<file path="src/hw/rtl/p5td_pkg.sv">
// Shared types, code points and character tables for the packed 5-bit text decoder.
package p5td_pkg;

	localparam int BYTES_PER_CHUNK = 5;
	localparam int CODE_W          = 5;
	localparam int CHUNK_W         = 8 * BYTES_PER_CHUNK;
	localparam int CODES_PER_CHUNK = CHUNK_W / CODE_W;
	localparam int CODE_IDX_W      = $clog2(CODES_PER_CHUNK);
	localparam int QUEUE_DEPTH     = 2;
	localparam int QUEUE_AW        = $clog2(QUEUE_DEPTH);

	localparam logic [CODE_IDX_W-1:0] LAST_CODE_IDX = CODE_IDX_W'(CODES_PER_CHUNK - 1);

	localparam logic [CODE_W-1:0] CODE_STOP    = 5'h00;
	localparam logic [CODE_W-1:0] CODE_CAPITAL = 5'h1e;
	localparam logic [CODE_W-1:0] CODE_SYMBOL  = 5'h1f;

	localparam logic [6:0] CASE_OFFSET   = 7'h20;
	localparam logic [6:0] ASCII_SPACE   = 7'h20;
	localparam logic [6:0] CAPITAL_SPACE = 7'h40;
	localparam logic [6:0] END_CHAR      = 7'h00;

	localparam logic [6:0] LETTER_TABLE [32] = '{
		7'h2e, 7'h2e, 7'h61, 7'h62, 7'h63, 7'h64, 7'h65, 7'h66,
		7'h67, 7'h68, 7'h69, 7'h6a, 7'h6b, 7'h6c, 7'h6d, 7'h6e,
		7'h6f, 7'h70, 7'h71, 7'h72, 7'h73, 7'h74, 7'h75, 7'h76,
		7'h77, 7'h78, 7'h79, 7'h7a, 7'h20, 7'h2e, 7'h00, 7'h00
	};

	localparam logic [6:0] SYMBOL_TABLE [32] = '{
		7'h5b, 7'h5d, 7'h0a, 7'h21, 7'h22, 7'h23, 7'h24, 7'h25,
		7'h26, 7'h27, 7'h28, 7'h29, 7'h2c, 7'h2d, 7'h2f, 7'h30,
		7'h31, 7'h32, 7'h33, 7'h34, 7'h35, 7'h36, 7'h37, 7'h38,
		7'h39, 7'h3a, 7'h3b, 7'h3f, 7'h3c, 7'h3e, 7'h00, 7'h00
	};

	typedef struct packed {
		logic [CHUNK_W-1:0] chunk;
		logic               term;
	} chunk_t;

	typedef enum logic [1:0] {
		BK_IDLE,
		BK_DECODE,
		BK_END
	} back_state_t;

	function automatic logic [6:0] map_code(input logic [CODE_W-1:0] code,
	                                        input logic cap, input logic sym);
		logic [6:0] ch;
		ch = LETTER_TABLE[code];
		if (sym) begin
			return SYMBOL_TABLE[code];
		end
		if (cap && ch == ASCII_SPACE) begin
			return CAPITAL_SPACE;
		end
		if (cap) begin
			return ch - CASE_OFFSET;
		end
		return ch;
	endfunction

endpackage

</file>
<file path="src/hw/rtl/p5td_front.sv">
// Front end: gathers encoded bytes into 40-bit chunks and pads the chunk at the terminator.
module p5td_front (
	input  logic              clk,
	input  logic              arst_n,
	input  logic              in_valid,
	output logic              in_ready,
	input  logic [7:0]        encoded_byte,
	output logic              push,
	output p5td_pkg::chunk_t  push_data,
	input  logic              queue_ready
);
	import p5td_pkg::*;

	logic [31:0] bytes_q;
	logic [2:0]  count_q;
	logic        accept;
	logic        is_term;
	logic [CHUNK_W-1:0] padded;

	assign in_ready = queue_ready;
	assign accept   = in_valid && in_ready;
	assign is_term  = (encoded_byte == 8'h00);
	assign push     = accept && (is_term || count_q == 3'd4);

	always_comb begin
		case (count_q)
			3'd1:    padded = {bytes_q[7:0], 32'h0};
			3'd2:    padded = {bytes_q[15:0], 24'h0};
			3'd3:    padded = {bytes_q[23:0], 16'h0};
			3'd4:    padded = {bytes_q, 8'h0};
			default: padded = '0;
		endcase
	end

	always_comb begin
		push_data.term  = is_term;
		push_data.chunk = is_term ? padded : {bytes_q, encoded_byte};
	end

	always_ff @(posedge clk or negedge arst_n) begin
		if (!arst_n) begin
			count_q <= '0;
		end else if (accept) begin
			if (push) begin
				count_q <= '0;
			end else begin
				count_q <= count_q + 3'd1;
			end
		end
	end

	always_ff @(posedge clk) begin
		if (accept && !push) begin
			bytes_q <= {bytes_q[23:0], encoded_byte};
		end
	end

endmodule

</file>
<file path="src/hw/rtl/p5td_queue.sv">
// Short chunk queue between the front end and the decoder.
module p5td_queue (
	input  logic             clk,
	input  logic             arst_n,
	input  logic             push,
	input  p5td_pkg::chunk_t push_data,
	output logic             push_ready,
	input  logic             pop,
	output logic             pop_valid,
	output p5td_pkg::chunk_t pop_data
);
	import p5td_pkg::*;

	chunk_t                entry_q [QUEUE_DEPTH];
	logic [QUEUE_AW-1:0]   wr_ptr_q;
	logic [QUEUE_AW-1:0]   rd_ptr_q;
	logic [QUEUE_AW:0]     count_q;
	logic                  do_push;
	logic                  do_pop;

	assign push_ready = (count_q != (QUEUE_AW+1)'(QUEUE_DEPTH));
	assign pop_valid  = (count_q != '0);
	assign pop_data   = entry_q[rd_ptr_q];
	assign do_push    = push && push_ready;
	assign do_pop     = pop && pop_valid;

	always_ff @(posedge clk or negedge arst_n) begin
		if (!arst_n) begin
			wr_ptr_q <= '0;
			rd_ptr_q <= '0;
			count_q  <= '0;
		end else begin
			if (do_push) begin
				wr_ptr_q <= wr_ptr_q + 1'b1;
			end
			if (do_pop) begin
				rd_ptr_q <= rd_ptr_q + 1'b1;
			end
			case ({do_push, do_pop})
				2'b10:   count_q <= count_q + 1'b1;
				2'b01:   count_q <= count_q - 1'b1;
				default: count_q <= count_q;
			endcase
		end
	end

	always_ff @(posedge clk) begin
		if (do_push) begin
			entry_q[wr_ptr_q] <= push_data;
		end
	end

endmodule

</file>
<file path="src/hw/rtl/p5td_back.sv">
// Back end: walks a chunk one 5-bit code per cycle unless its output register stalls.
module p5td_back (
	input  logic             clk,
	input  logic             arst_n,
	input  logic             q_valid,
	input  p5td_pkg::chunk_t q_data,
	output logic             q_pop,
	output logic             out_valid,
	input  logic             out_ready,
	output logic [6:0]       char_code,
	output logic             end_of_string
);
	import p5td_pkg::*;

	back_state_t           state_q;
	back_state_t           state_d;
	logic [CHUNK_W-1:0]    chunk_q;
	logic                  term_q;
	logic [CODE_IDX_W-1:0] idx_q;
	logic                  cap_q;
	logic                  sym_q;
	logic                  stop_q;
	logic                  out_valid_q;
	logic [6:0]            char_q;
	logic                  eos_q;

	logic              advance;
	logic [CODE_W-1:0] code;
	logic              step;
	logic              emit_char;
	logic              emit_eos;
	logic              set_stop;
	logic              set_cap;
	logic              set_sym;

	assign advance = !out_valid_q || out_ready;
	assign code    = chunk_q[CHUNK_W-1 -: CODE_W];

	always_comb begin
		state_d = state_q;
		case (state_q)
			BK_IDLE: begin
				if (q_valid) begin
					if (!stop_q) begin
						state_d = BK_DECODE;
					end else if (q_data.term) begin
						state_d = BK_END;
					end
				end
			end
			BK_DECODE: begin
				if (advance && (code == CODE_STOP || idx_q == LAST_CODE_IDX)) begin
					state_d = term_q ? BK_END : BK_IDLE;
				end
			end
			BK_END: begin
				if (advance) begin
					state_d = BK_IDLE;
				end
			end
			default: state_d = BK_IDLE;
		endcase
	end

	always_comb begin
		q_pop     = 1'b0;
		step      = 1'b0;
		emit_char = 1'b0;
		emit_eos  = 1'b0;
		set_stop  = 1'b0;
		set_cap   = 1'b0;
		set_sym   = 1'b0;
		case (state_q)
			BK_IDLE: begin
				q_pop = q_valid;
			end
			BK_DECODE: begin
				step      = advance;
				set_stop  = advance && code == CODE_STOP;
				set_cap   = advance && code == CODE_CAPITAL;
				set_sym   = advance && code == CODE_SYMBOL;
				emit_char = advance && code != CODE_STOP && code != CODE_CAPITAL &&
				            code != CODE_SYMBOL;
			end
			BK_END: begin
				emit_eos = advance;
			end
			default: begin
			end
		endcase
	end

	always_ff @(posedge clk or negedge arst_n) begin
		if (!arst_n) begin
			state_q     <= BK_IDLE;
			idx_q       <= '0;
			cap_q       <= 1'b0;
			sym_q       <= 1'b0;
			stop_q      <= 1'b0;
			out_valid_q <= 1'b0;
		end else begin
			state_q <= state_d;
			if (q_pop) begin
				idx_q <= '0;
			end else if (step) begin
				idx_q <= idx_q + 1'b1;
			end
			if (emit_eos) begin
				cap_q  <= 1'b0;
				sym_q  <= 1'b0;
				stop_q <= 1'b0;
			end else begin
				if (emit_char) begin
					cap_q <= 1'b0;
					sym_q <= 1'b0;
				end
				if (set_cap) begin
					cap_q <= 1'b1;
				end
				if (set_sym) begin
					sym_q <= 1'b1;
				end
				if (set_stop) begin
					stop_q <= 1'b1;
				end
			end
			if (emit_char || emit_eos) begin
				out_valid_q <= 1'b1;
			end else if (out_ready) begin
				out_valid_q <= 1'b0;
			end
		end
	end

	always_ff @(posedge clk) begin
		if (q_pop) begin
			chunk_q <= q_data.chunk;
			term_q  <= q_data.term;
		end else if (step) begin
			chunk_q <= {chunk_q[CHUNK_W-CODE_W-1:0], CODE_W'(0)};
		end
		if (emit_char) begin
			char_q <= map_code(code, cap_q, sym_q);
			eos_q  <= 1'b0;
		end else if (emit_eos) begin
			char_q <= END_CHAR;
			eos_q  <= 1'b1;
		end
	end

	assign out_valid     = out_valid_q;
	assign char_code     = char_q;
	assign end_of_string = eos_q;

endmodule

</file>
<file path="src/hw/rtl/packed_5bit_text_decoder_core.sv">
// Top level of the packed 5-bit text decoder: front end, chunk queue, decoder back end.
// Bytes are taken one per cycle while the two-entry chunk queue has room; every fifth byte,
// or the zero terminator, pushes a 40-bit chunk into the queue. The back end loads a chunk
// from the queue in its idle state, then decodes its 5-bit codes, up to eight, one per cycle
// while the output register can advance, and after the terminating chunk it emits the end
// marker in its end state. A stop code ends a chunk early, and later chunks of the same string
// are dropped as they are popped. Results leave through a registered output stage, so bytes
// keep flowing into the queue while it has room and a result waits to be taken.
module packed_5bit_text_decoder_core (
	input  logic       clk,
	input  logic       arst_n,
	input  logic       in_valid,
	output logic       in_ready,
	input  logic [7:0] encoded_byte,
	output logic       out_valid,
	input  logic       out_ready,
	output logic [6:0] char_code,
	output logic       end_of_string
);
	import p5td_pkg::*;

	logic   push;
	chunk_t push_data;
	logic   queue_ready;
	logic   q_valid;
	logic   q_pop;
	chunk_t q_data;

	p5td_front u_front (
		.clk          (clk),
		.arst_n       (arst_n),
		.in_valid     (in_valid),
		.in_ready     (in_ready),
		.encoded_byte (encoded_byte),
		.push         (push),
		.push_data    (push_data),
		.queue_ready  (queue_ready)
	);

	p5td_queue u_queue (
		.clk        (clk),
		.arst_n     (arst_n),
		.push       (push),
		.push_data  (push_data),
		.push_ready (queue_ready),
		.pop        (q_pop),
		.pop_valid  (q_valid),
		.pop_data   (q_data)
	);

	p5td_back u_back (
		.clk           (clk),
		.arst_n        (arst_n),
		.q_valid       (q_valid),
		.q_data        (q_data),
		.q_pop         (q_pop),
		.out_valid     (out_valid),
		.out_ready     (out_ready),
		.char_code     (char_code),
		.end_of_string (end_of_string)
	);

`ifndef SYNTHESIS
	a_push_has_room: assert property (@(posedge clk) disable iff (!arst_n)
		push |-> queue_ready)
		else $error("chunk pushed into a full queue");

	a_end_marker_blank: assert property (@(posedge clk) disable iff (!arst_n)
		out_valid && end_of_string |-> char_code == END_CHAR)
		else $error("end marker carries a character");

	a_char_nonzero: assert property (@(posedge clk) disable iff (!arst_n)
		out_valid && !end_of_string |-> char_code != END_CHAR)
		else $error("character item with zero code");

	a_pop_has_item: assert property (@(posedge clk) disable iff (!arst_n)
		q_pop |-> q_valid)
		else $error("decoder popped an empty queue");
`endif

endmodule

</file>
<file path="config.mk">
export PLATFORM = sky130hd
export DESIGN_NAME = packed_5bit_text_decoder_core
export DESIGN_NICKNAME = d
export VERILOG_FILES = /design/src/hw/rtl/p5td_pkg.sv /design/src/hw/rtl/p5td_front.sv /design/src/hw/rtl/p5td_queue.sv /design/src/hw/rtl/p5td_back.sv /design/src/hw/rtl/packed_5bit_text_decoder_core.sv
export SDC_FILE = /design/constraint.sdc
export NUM_CORES = 1
export LEC_CHECK = 0
export BUFFER_PORTS_ARGS = -buffer_cell sky130_fd_sc_hd__buf_2
export CAP_MARGIN = 40
export CELL_PAD_IN_SITES_DETAIL_PLACEMENT = 1
export CELL_PAD_IN_SITES_GLOBAL_PLACEMENT = 1
export CORE_UTILIZATION = 44
export CTS_CLUSTER_SIZE = 20
export DETAILED_ROUTE_END_ITERATION = 8
export PLACE_DENSITY = 0.72
export SLEW_MARGIN = 20
export SYNTH_ARGS = -nofsm -noshare
export SYNTH_HDL_FRONTEND = slang
export SYNTH_SLANG_ARGS = --single-unit
</file>
<file path="constraint.sdc">
create_clock -name clk -period 9.6 [get_ports clk]
set_input_delay 1.44 -clock clk [delete_from_list [all_inputs] [get_ports clk]]
set_output_delay 1.44 -clock clk [all_outputs]
set_load 0.005 [all_outputs]
</file>
### Word-level counts from Yosys, hierarchy flattened

Memory sizes are Yosys's and may differ from the RTL's.
Cells that the tools add are included.

* flip-flop bits (word level): 97
* output and inout bits: 10
* memories: 3
* input bits: 12
* word-level logic and storage cells: 132
* memory bits (read-only): 448
* bits in writable memories: 82

* $lt $le $gt $ge: 1
* reduce and logical (&&, ||, !) cells: 32
* bitwise logic cells: 1
* equality and inequality tests: 19
* add/subtract/negate cells: 7
* muxes and demuxes: 54

Memory list
* (no name shown): words 32, width 7, rd ports 1, clocked after Yosys merged registers in 0, wr ports 0, line p5td_pkg.sv:53 `return SYMBOL_TABLE[code];`
* (no name shown): words 32, width 7, rd ports 1, clocked after Yosys merged registers in 0, wr ports 0, line p5td_pkg.sv:51 `ch = LETTER_TABLE[code];`
* u_queue.entry_q: words 2, width 41, rd ports 1, clocked after Yosys merged registers in 0, wr ports 1, line p5td_queue.sv:14 `chunk_t entry_q [QUEUE_DEPTH];`

Operators with widths (count)
* one-hot mux 40 bit (4 select lines): 1
* two-way mux 40 bit: 3
* two-way mux 7 bit: 12
* two-way mux 1 bit: 27
* logical AND 1 bit: 13
* two-way mux 2 bit: 6
* nonzero test 2 bit: 6
* == test 5 bit (second input constant): 2
* inequality test 5 bit (second input constant): 2
* two-way mux 3 bit: 3
* zero test 8 bit: 1
* == test 7 x 6 -> 1 bit (second input constant): 1
* subtractor 7 x 6 -> 7 bit (second input constant): 1
* adder 3 x 1 -> 3 bit (second input constant): 2
* == test 3 x 2 -> 1 bit (second input constant): 2
* == test 3 bit (second input constant): 2
* >= comparator 6 bit (second input constant): 1
* inequality test 2 x 1 -> 1 bit (second input constant): 3
* NOT 5 -> 6 bit: 1
* one-hot mux 2 bit (3 select lines): 1
* nonzero test 3 bit: 2
* zero test 5 bit: 1
* nonzero test 5 bit: 1
* == test 2 x 1 -> 1 bit (second input constant): 2
* 12 further kinds: 18

### Longest topological paths before layout

Gate-level depths: netlist of the first run.

* depth in word-level cells: 16
* depth in mapped cells: 9

### Hierarchy

A second synthesis of the first run with hierarchy kept.

* cell total of the unflattened synthesis: 541
* area total of the unflattened synthesis: 8274.2 um2

Modules (own cells, without submodules)
* p5td_queue: cells each 145, instances 1, area each 3175.5 um2, seq. area each 2562.5 um2
* p5td_back: cells each 244, instances 1, area each 3120.5 um2, seq. area each 1686.6 um2
* p5td_front: cells each 152, instances 1, area each 1978.1 um2, seq. area each 1036.0 um2

### Worst setup path after synthesis of the first run

OpenSTA, ideal clock, no wires.

* path type: input port to flip-flop
* start point: in encoded_byte[1]
* end point: mem u_queue.entry_q[0][0] (netlist bit), enable pin
* path slack: 5.069 ns
* setup time: 0.440 ns
* arrival time: 4.092 ns
* data required time: 9.160 ns
* cell stages on the path: 6
* path through: nor4_1 > nand2_1 > clkbuf_1 > nand2_1 > nand3_1 > nor2_1

* longest elaborated chain between the ends: 6

RTL lines
* start, declared: line packed_5bit_text_decoder_core.sv:14 `input logic [7:0] encoded_byte,`
* zero test 8 bit: line p5td_front.sv:22 `assign is_term = (encoded_byte == 8'h00);`
* logical OR 1 bit: line p5td_front.sv:23 `assign push = accept && (is_term || count_q == 3'd4);`
* logical AND 1 bit: line p5td_front.sv:23
* logical AND 1 bit: line p5td_queue.sv:24 `assign do_push = push && push_ready;`
* two-way mux 1 bit: line p5td_queue.sv:48 `if (do_push) begin`
* two-way mux 1 bit (not written as such): line p5td_queue.sv:49 `entry_q[wr_ptr_q] <= push_data;`
* end, declared: line p5td_queue.sv:14

Every way passes these cells.

### Worst setup path in the final report of the first run

* start point: in encoded_byte[5]
* end point: mem u_queue.entry_q[0][14] (netlist bit), enable pin

Same word-level chain as after synthesis.

==> impl_metrics.json, run 1 <==
{
  "areaGrowthSynthToFinish_pct": 11.7,
  "holdPathEnd": "u_back.end_of_string",
  "htree_num_levels": 4,
  "final_core_util": 0.504,
  "drt_first_pass_iters": 7,
  "finClkSkew_ns": 0.0165,
  "syn_area_per_cell_um2": 13.1,
  "postRouteAntennaNets": 0,
  "status": "completed",
  "slew_violations": 0,
  "hold_viol": 0,
  "setup_viol": 0,
  "synth-simple-area-share": 0.0901,
  "cts-resized-gates": 0,
  "ys_warn_count": 0,
  "finalWirelength_mm": 16.3,
  "die_w_um": 135,
  "mostFrequentLayoutCells": "edfxtp_1, nand2_1, o21ai_1",
  "critPathLaunchType": "input pin",
  "netlist-cell-type-count": 60,
  "final_cells": 837,
  "grt_use_total": 0.197,
  "worstSetupPathType": "in2reg",
  "muxShareOfSynthArea": 0.0611,
  "vias": 4701,
  "vias_per_cell": 5.62,
  "path_clk_slew_ns": 0.06,
  "synth-seq-area-share": 0.677,
  "syn_nets": 620,
  "first_iter_violations": 389,
  "power_leakage_nw": 3.21,
  "met2_usage": 0.339,
  "finalSetupTns_ns": 0,
  "min_period_ns": 3.71,
  "numCtsBuffers": 17,
  "synth_xor_xnor_area_share": 0.00673,
  "cp_max_fo": 21,
  "min_delay_path_depth": 2,
  "max_cap_viol_count": 0,
  "die_y_um": 135,
  "top_usage_layer": "met2",
  "die_area_um2": 18300,
  "grt_max_degree": 78,
  "cts_root_buf": "clkbuf_16",
  "tritoncts": "done",
  "synth_area_um2": 7810,
  "gp_congestion": 0.792,
  "r2r-start": "u_back.chunk_q[36]",
  "synthArstFlopShare": 0.0894,
  "port_buffers": 21,
  "cp-end-kind": "register",
  "antenna_found_initial": 0,
  "cts.hold.buffers_added": 0,
  "use_met3": 0.0415,
  "start_util": 0.451,
  "ir_drop_mv": 0.191,
  "fmax_mhz": 269,
  "clock_path_buffers": 2,
  "worstPathRequired_ns": 9.73,
  "hpwlAfterDp_mm": 10.5,
  "insertion_delay_ns": 0.44,
  "wl_per_cell_um": 19.5,
  "hold_start": "u_back.end_of_string",
  "grt_pass1_vias": 5034,
  "synthAdderAreaFrac": 0.0224,
  "period_share": 0.387,
  "synth_top_family_by_area": "compound AO/OA/AOI/OAI gates",
  "post_cts_buffers": 0,
  "dp.cells": 802,
  "io_pins": 22,
  "powerDensity_nw_per_um2": 335,
  "layout_commonest_cell": "edfxtp_1",
  "synth_edf_count": 162,
  "startpoint": "encoded_byte[5]",
  "syn_inst": 594,
  "core_um2": 17300,
  "regToRegSetupSlack_ns": 6.94,
  "reg2reg_depth": 7,
  "total_power_mw": 2.92,
  "grt_pass1_wl_mm": 26.7,
  "worst_pin_slew_ns": 0.799,
  "synth_compound_area_frac": 0.109,
  "overflow": 0,
  "drive_gt1_frac": 0.131,
  "drc": 0,
  "rsz0062_at_grt": "no",
  "ys_seq_elements": 179,
  "diodes": 0,
  "relSlewSlack": 0.453,
  "use_met1": 0.239,
  "cts_num_sinks": 179,
  "rows": 48,
  "fin_nets": 625,
  "hold_class": "reg2reg",
  "cp.arrival_ns": 3.85,
  "timing.rr.end": "u_back.char_code[6]",
  "synthFlopType": "edfxtp_1"
}
[report_power, final]
part | leakage, nW | switching [mW] | internal (mW)
Clock | 0.253 | 0.290 | 0.355
Sequential | 1.74 | 0.129 | 1.17
Combinational | 1.22 | 0.613 | 0.356
Total | 3.21 | 1.03 | 1.89
[critical path: stages]
cell and delay [ns]:
buf_2 0.13, nor4_1 0.40, nand2_1 0.41, nand2_1 0.25, nand3_1 0.27, nor2_4 0.67, buf_16 0.25
[sequential cells by signal (all words and copies together), names as in the netlist, 2 cells and up]
| register | cells |
|---|---|
| u_front.count_q | 3 |
| u_front.bytes_q | 32 |
| u_queue.count_q | 2 |
| u_back.state_q | 2 |
| u_back.idx_q | 3 |
| u_back.chunk_q | 40 |
| u_queue.entry_q | 82 |
| u_back.char_code | 7 |
[cells by family (layout without fill, tap and decap cells)]
group	after synthesis	after routing
muxes	47	47
buffers and inverters	62	80
DFF	179	179
and+or+nand+nor	153	153
adders and majority gates	14	14
AOI/OAI and AO/OA	133	133
xor gates and xnor gates	6	6
[how the worst max path moves through the flow]
stage / endpoint / slack [ns] / depth (start not counted)
6_report: u_queue.entry_q[0][14] / 5.89 / 7
3_5_place_dp: u_queue.entry_q[0][11] / 5.41 / 7
2_1_floorplan: u_queue.entry_q[0][0] / 5.07 / 6
5_1_grt: u_queue.entry_q[0][14] / 5.63 / 7
4_1_cts: u_queue.entry_q[0][14] / 5.86 / 7
3_3_place_gp: u_queue.entry_q[1][30] / 5.29 / 6
[per-layer routing]
metal  vias up  share of wire  wire [um]
met5         -              0          0
met4         0          0.016        267
met3        20          0.024        385
met2        62           0.52       8530
met1      2402           0.44       7140
li1       2217              -          -
[through the flow]
stage / hold slack, ns / cell area [um^2] / worst slack, ns
4_1_cts: 0.453 / 8670 / 5.86
2_1_floorplan: 0.441 / 7810 / 5.07
3_5_place_dp: 0.444 / 8130 / 5.41
5_1_grt: 0.484 / 8720 / 5.63
6_report: 0.449 / 8720 / 5.89
3_3_place_gp: 0.429 / 8050 / 5.29
[cells in the mapped netlist (12+ instances only)]
library cell,count,area share
o21ai_1,50,0.032
mux2i_1,42,0.054
dfrtp_1,16,0.051
nor2_1,29,0.014
nand2_1,78,0.037
edfxtp_1,162,0.62
a22oi_1,17,0.016
clkbuf_1,32,0.015
a21oi_1,17,0.011
ha_1,14,0.022
inv_1,12,0.0058
[cell type report]
class | count | area [um^2]
flip-flops and latches | 179 | 5290
clock buffers | 19 | 433
fillers | 1737 | 8580
clock inverters | 13 | 113
multi-input cells | 353 | 2280
well taps | 225 | 282
inverters | 15 | 56.3
repair buffers | 33 | 265
Power figures use the tool's default switching activity.
==> run 2: changes to the inputs <==
- ABC_AREA: not set -> 1
- PLACE_DENSITY: 0.72 -> 0.74
- clock period: 9.6 -> 3.76 ns (I/O delays scaled with it)
==> impl_metrics.json, run 2 <==
{
  "status": "completed",
  "finalSetupTns_ns": 0,
  "grt_max_degree": 73,
  "cp-end-kind": "register",
  "syn_nets": 745,
  "p_sw_mw": 2.92,
  "synthFlopType": "edfxtp_1",
  "finClkSkew_ns": 0.0134,
  "htree_num_levels": 4,
  "max_cap_viol_count": 0,
  "drive_gt1_frac": 0.0956,
  "hold_viol": 0,
  "io_pins": 22,
  "seqPwrFrac": 0.440,
  "critPathLaunchType": "register",
  "setup_viol": 0,
  "core_um2": 17400,
  "diodes": 0,
  "tritoncts": "done",
  "clkPwrFrac": 0.227,
  "use_met3": 0.0397,
  "insertion_delay_ns": 0.44,
  "port_buffers": 21,
  "fin_ws_ns": 1.08,
  "synthArstFlopShare": 0.0894,
  "postRouteAntennaNets": 0,
  "period_share": 0.712,
  "ir_drop_mv": 0.442,
  "overflow": 0,
  "yosys-top-cells-count": "nand2_1, edfxtp_1, nor2_1, inv_1, o21ai_0",
  "vias_per_cell": 5.57,
  "fin_nets": 757,
  "cts_num_sinks": 179,
  "synth_area_um2": 7850,
  "switching_share": 0.386,
  "synthTopCellsByArea": "edfxtp_1, nand2_1, dfrtp_1",
  "wl_per_cell_um": 19.5,
  "dp_slack_ns": 1.10,
  "grt_pass1_vias": 5639,
  "comb_power_share": 0.333,
  "drc": 0,
  "cts.hold.buffers_added": 0,
  "mostFrequentLayoutCells": "nand2_1, edfxtp_1, nor2_1",
  "die_area_um2": 18400,
  "relSlewSlack": 0.439,
  "synth_edf_count": 162,
  "numCtsBuffers": 17,
  "min_period_ns": 2.68,
  "hold_class": "in2async",
  "first_iter_violations": 342,
  "power_leakage_nw": 3.31,
  "clock_path_buffers": 2,
  "met2_usage": 0.368,
  "cp.arrival_ns": 2.75,
  "synth-seq-area-share": 0.674,
  "cts_root_buf": "clkbuf_16",
  "worst_pin_slew_ns": 0.839,
  "yosysMostFrequentCell": "nand2_1",
  "worstSetupPathType": "reg2reg",
  "syn_area_per_cell_um2": 10.9,
  "largestRegisters": "u_queue.entry_q: 82 flops, u_back.chunk_q: 40 flops, u_front.bytes_q: 32 flops",
  "die_w_um": 136,
  "drt_first_pass_iters": 5,
  "cts-resized-gates": 0,
  "hpwlAfterDp_mm": 12.2,
  "top_register": "u_queue.entry_q",
  "finalWirelength_mm": 18.9,
  "total_power_mw": 7.56,
  "post_cts_buffers": 0,
  "fmax_mhz": 374,
  "ys_warn_count": 0,
  "areaGrowthSynthToFinish_pct": 10.6,
  "largest_reg_flops": 82,
  "cp_max_fo": 37,
  "die_y_um": 136,
  "syn_inst": 719,
  "ys_seq_elements": 179,
  "grt_pass1_wl_mm": 30.1,
  "yosys.area.top_type_share": 0.620,
  "use_met1": 0.286,
  "layout_commonest_cell": "nand2_1",
  "gp_congestion": 0.826,
  "vias": 5387,
  "start_util": 0.452,
  "rsz0062_at_grt": "no",
  "grt_use_total": 0.220,
  "internal_power_mw": 4.64,
  "powerDensity_nw_per_um2": 871,
  "path_clk_slew_ns": 0.07,
  "rows": 48,
  "worstPathRequired_ns": 3.83,
  "synth_top_cell_by_area": "edfxtp_1",
  "netlist-cell-type-count": 32,
  "antenna_found_initial": 0,
  "top_usage_layer": "met2",
  "slew_violations": 0
}
==> run 2: power by group through the flow <==
stage	combinational, mW	sequential (mW)	clock [mW]
2_1_floorplan	1.82	3.23	0
3_3_place_gp	2.36	3.33	0
3_5_place_dp	2.52	3.37	0
4_1_cts	2.54	3.33	1.73
5_1_grt	2.83	3.38	1.80
6_report	2.52	3.33	1.71
==> run 2: logic make-up (layout without fill, tap and decap cells) <==
| family | count (synthesis) | after routing | share of synthesized area |
|---|---|---|---|
| compound gates | 147 | 147 | 0.107 |
| xor+xnor | 3 | 3 | 0.00335 |
| fa+ha+maj | 14 | 14 | 0.0223 |
| buf+inv | 101 | 125 | 0.0539 |
| flops | 179 | 179 | 0.674 |
| simple gates | 275 | 275 | 0.140 |
==> run 2: area by class of cell <==
type                            count  area (um^2)
Clock buffer                       17          425
Clock inverter                     14          130
Fill cell                        1857         8680
Inverter                           65          244
Multi-Input combinational cell    439         2150
Sequential cell                   179         5290
Tap cell                          225          282
Timing Repair Buffer               29          165
==> run 2: path summary, 6_finish.rpt <==
| kind | from | endpoint | slack (ns) | depth (start not counted) |
|---|---|---|---|---|
| max | u_front.count_q[1] | u_queue.entry_q[1][15] | 1.08 | 7 |
| min | arst_n | u_back.idx_q[0] | 0.04 | 1 |
| max reg2reg | u_front.count_q[1] | u_queue.entry_q[1][15] | 1.08 | 7 |
| min reg2reg | u_front.bytes_q[22] | u_front.bytes_q[30] | 0.46 | 0 |
| max in group asynchronous | arst_n | u_front.count_q[2] | 3.43 | 1 |
| min in group clk | encoded_byte[3] | u_queue.entry_q[0][4] | 0.35 | 1 |
==> run 2: critical path: stages (launching register included) <==
cell and delay (ns):
dfrtp_1 0.41, inv_1 0.12, ha_1 0.17, nand2_1 0.49, nand2_1 0.28, nand2_1 0.15, nor2_4 0.17, buf_4 0.51
==> run 2: routing by layer <==
layer  vias to the layer above  share of wire
li1                       2521              -
met1                      2710           0.43
met2                       128           0.51
met3                        28          0.041
met4                         0          0.017
met5                         -              0
==> run 2: through the flow <==
stage	util	hold WS (ns)	std cells	cell area, um^2
6_report	0.500	0.0423	968	8680
5_1_grt	0.500	0.0742	968	8680
4_1_cts	0.500	0.0472	968	8680
3_5_place_dp	0.468	0.435	937	8120
3_3_place_gp	0.468	0.440	937	8120
2_1_floorplan	-	0.268	719	7850
==> run 3: changes to the inputs <==
- clock period: 3.76 -> 2.75 ns (I/O delays scaled with it)
==> impl_metrics.json, run 3 (synthesis results as in run 2) <==
{
  "relSlewSlack": 0.570,
  "power_leakage_nw": 3.38,
  "hpwlAfterDp_mm": 12.5,
  "start_util": 0.452,
  "top_register": "u_queue.entry_q",
  "drive_gt1_frac": 0.104,
  "fill_cells": 1846,
  "drt_first_pass_iters": 5,
  "final_core_util": 0.509,
  "clock_path_buffers": 2,
  "antenna_found_initial": 0,
  "numCtsBuffers": 17,
  "powerDensity_nw_per_um2": 1210,
  "finalSetupTns_ns": 0,
  "tritoncts": "done",
  "die_w_um": 136,
  "die_area_um2": 18400,
  "areaGrowthSynthToFinish_pct": 12.5,
  "die_y_um": 136,
  "fmax_mhz": 458,
  "hold_class": "in2reg",
  "critPathLaunchType": "register",
  "io_pins": 22,
  "finClkSkew_ns": 0.00653,
  "rows": 48,
  "max_cap_viol_count": 0,
  "grt_max_degree": 74,
  "ir_drop_mv": 0.958,
  "setup_viol": 0,
  "rsz0062_at_grt": "no",
  "status": "completed",
  "worstPathRequired_ns": 2.86,
  "period_share": 0.794,
  "drc": 0,
  "path_clk_slew_ns": 0.07,
  "layout_commonest_cell": "nand2_1",
  "cp.arrival_ns": 2.30,
  "largest_reg_flops": 82,
  "slew_violations": 0,
  "mostFrequentLayoutCells": "nand2_1, edfxtp_1, nor2_1",
  "port_buffers": 21,
  "core_um2": 17400,
  "cts_num_sinks": 179,
  "grt_pass1_wl_mm": 31.4,
  "fin_nets": 763,
  "worstSetupPathType": "reg2reg",
  "diodes": 0,
  "cts_root_buf": "clkbuf_16",
  "min_period_ns": 2.18,
  "worst_pin_slew_ns": 0.643,
  "postRouteAntennaNets": 0,
  "wl_per_cell_um": 20.1,
  "hold_viol": 0,
  "insertion_delay_ns": 0.43,
  "htree_num_levels": 4,
  "grt_use_total": 0.230,
  "first_iter_violations": 437,
  "finalWirelength_mm": 19.6,
  "largestRegisters": "u_queue.entry_q: 82 flops, u_back.chunk_q: 40 flops, u_front.bytes_q: 32 flops",
  "cp_max_fo": 10,
  "gp_congestion": 0.792,
  "vias": 5440,
  "cp-end-kind": "register",
  "overflow": 0,
  "grt_pass1_vias": 5715,
  "vias_per_cell": 5.58
}
run 3: changes by cell type in the layout (fill, tap and decap cells not counted), sizes merged:
cell | previous run | this run
buf | 29 | 34
bufinv | 1 | 3
clkinv | 7 | 5
dlygate4sd3 | 0 | 1
clkinvlp | 2 | 1
inv | 69 | 71
run 3: path summary, 6_finish.rpt:
path | slack, ns | endpoint | cells after the start | startpoint
setup reg to reg | 0.57 | u_back.char_code[0] | 7 | u_back.chunk_q[36]
hold / removal | 0.20 | u_queue.entry_q[0][2] | 1 | encoded_byte[1]
setup / recovery | 0.57 | u_back.char_code[0] | 7 | u_back.chunk_q[36]
min in group asynchronous | 0.43 | u_back.state_q[1] | 2 | arst_n
max in group asynchronous | 2.04 | u_queue.rd_ptr_q | 2 | arst_n
hold reg to reg | 0.46 | u_front.bytes_q[17] | 0 | u_front.bytes_q[9]
run 3: per-stage QoR:
step | std cells | hold WS [ns] | power, mW | setup slack, ns | area, um^2
after global placement | 942 | 0.343 | 7.91 | 0.695 | 8200
after global routing | 975 | 0.192 | 11.3 | 0.334 | 8830
after floorplan | 719 | 0.117 | 6.91 | 0.160 | 7850
final | 975 | 0.203 | 10.7 | 0.565 | 8830
after CTS | 975 | 0.178 | 10.8 | 0.555 | 8830
after detailed placement | 942 | 0.355 | 8.14 | 0.577 | 8200
run 3: power breakdown:
group          total [mW]  internal, mW  switching, mW
Clock                2.57          1.46           1.11
Combinational        3.59          1.03           2.55
Sequential           4.53          4.13          0.404
run 3: per-layer routing:
metal | wire [um] | track usage | vias to the layer above
met5 | 0 | 0 | -
met4 | 378 | 0.0805 | 0
met3 | 739 | 0.0449 | 33
met2 | 9960 | 0.387 | 129
met1 | 8510 | 0.297 | 2745
li1 | - | - | 2533
run 3: final cells by class:
type | instances | area [um^2] | area share
Inverter | 65 | 244 | 0.0276
Clock inverter | 15 | 198 | 0.0224
Clock buffer | 17 | 425 | 0.0482
Timing Repair Buffer | 35 | 250 | 0.0283
Tap cell | 225 | 282 | 0.0319
Sequential cell | 179 | 5290 | 0.599
Multi-Input combinational cell | 439 | 2150 | 0.243
run 3: worst max-delay path, stage by stage, from the launching register on:
cell and delay (ns):
edfxtp_1 0.55, inv_1 0.22, ha_1 0.22, nand2_1 0.09, nor2_1 0.28, nor2_1 0.09
nand3_2 0.15, nand2_1 0.26
run 3: timing repair:
item | CTS | global route
hold buffers | 1 | 0
setup buffers | 0 | 0
resized for setup | 0 | 0
endpoints found under the hold margin | 16 | 0
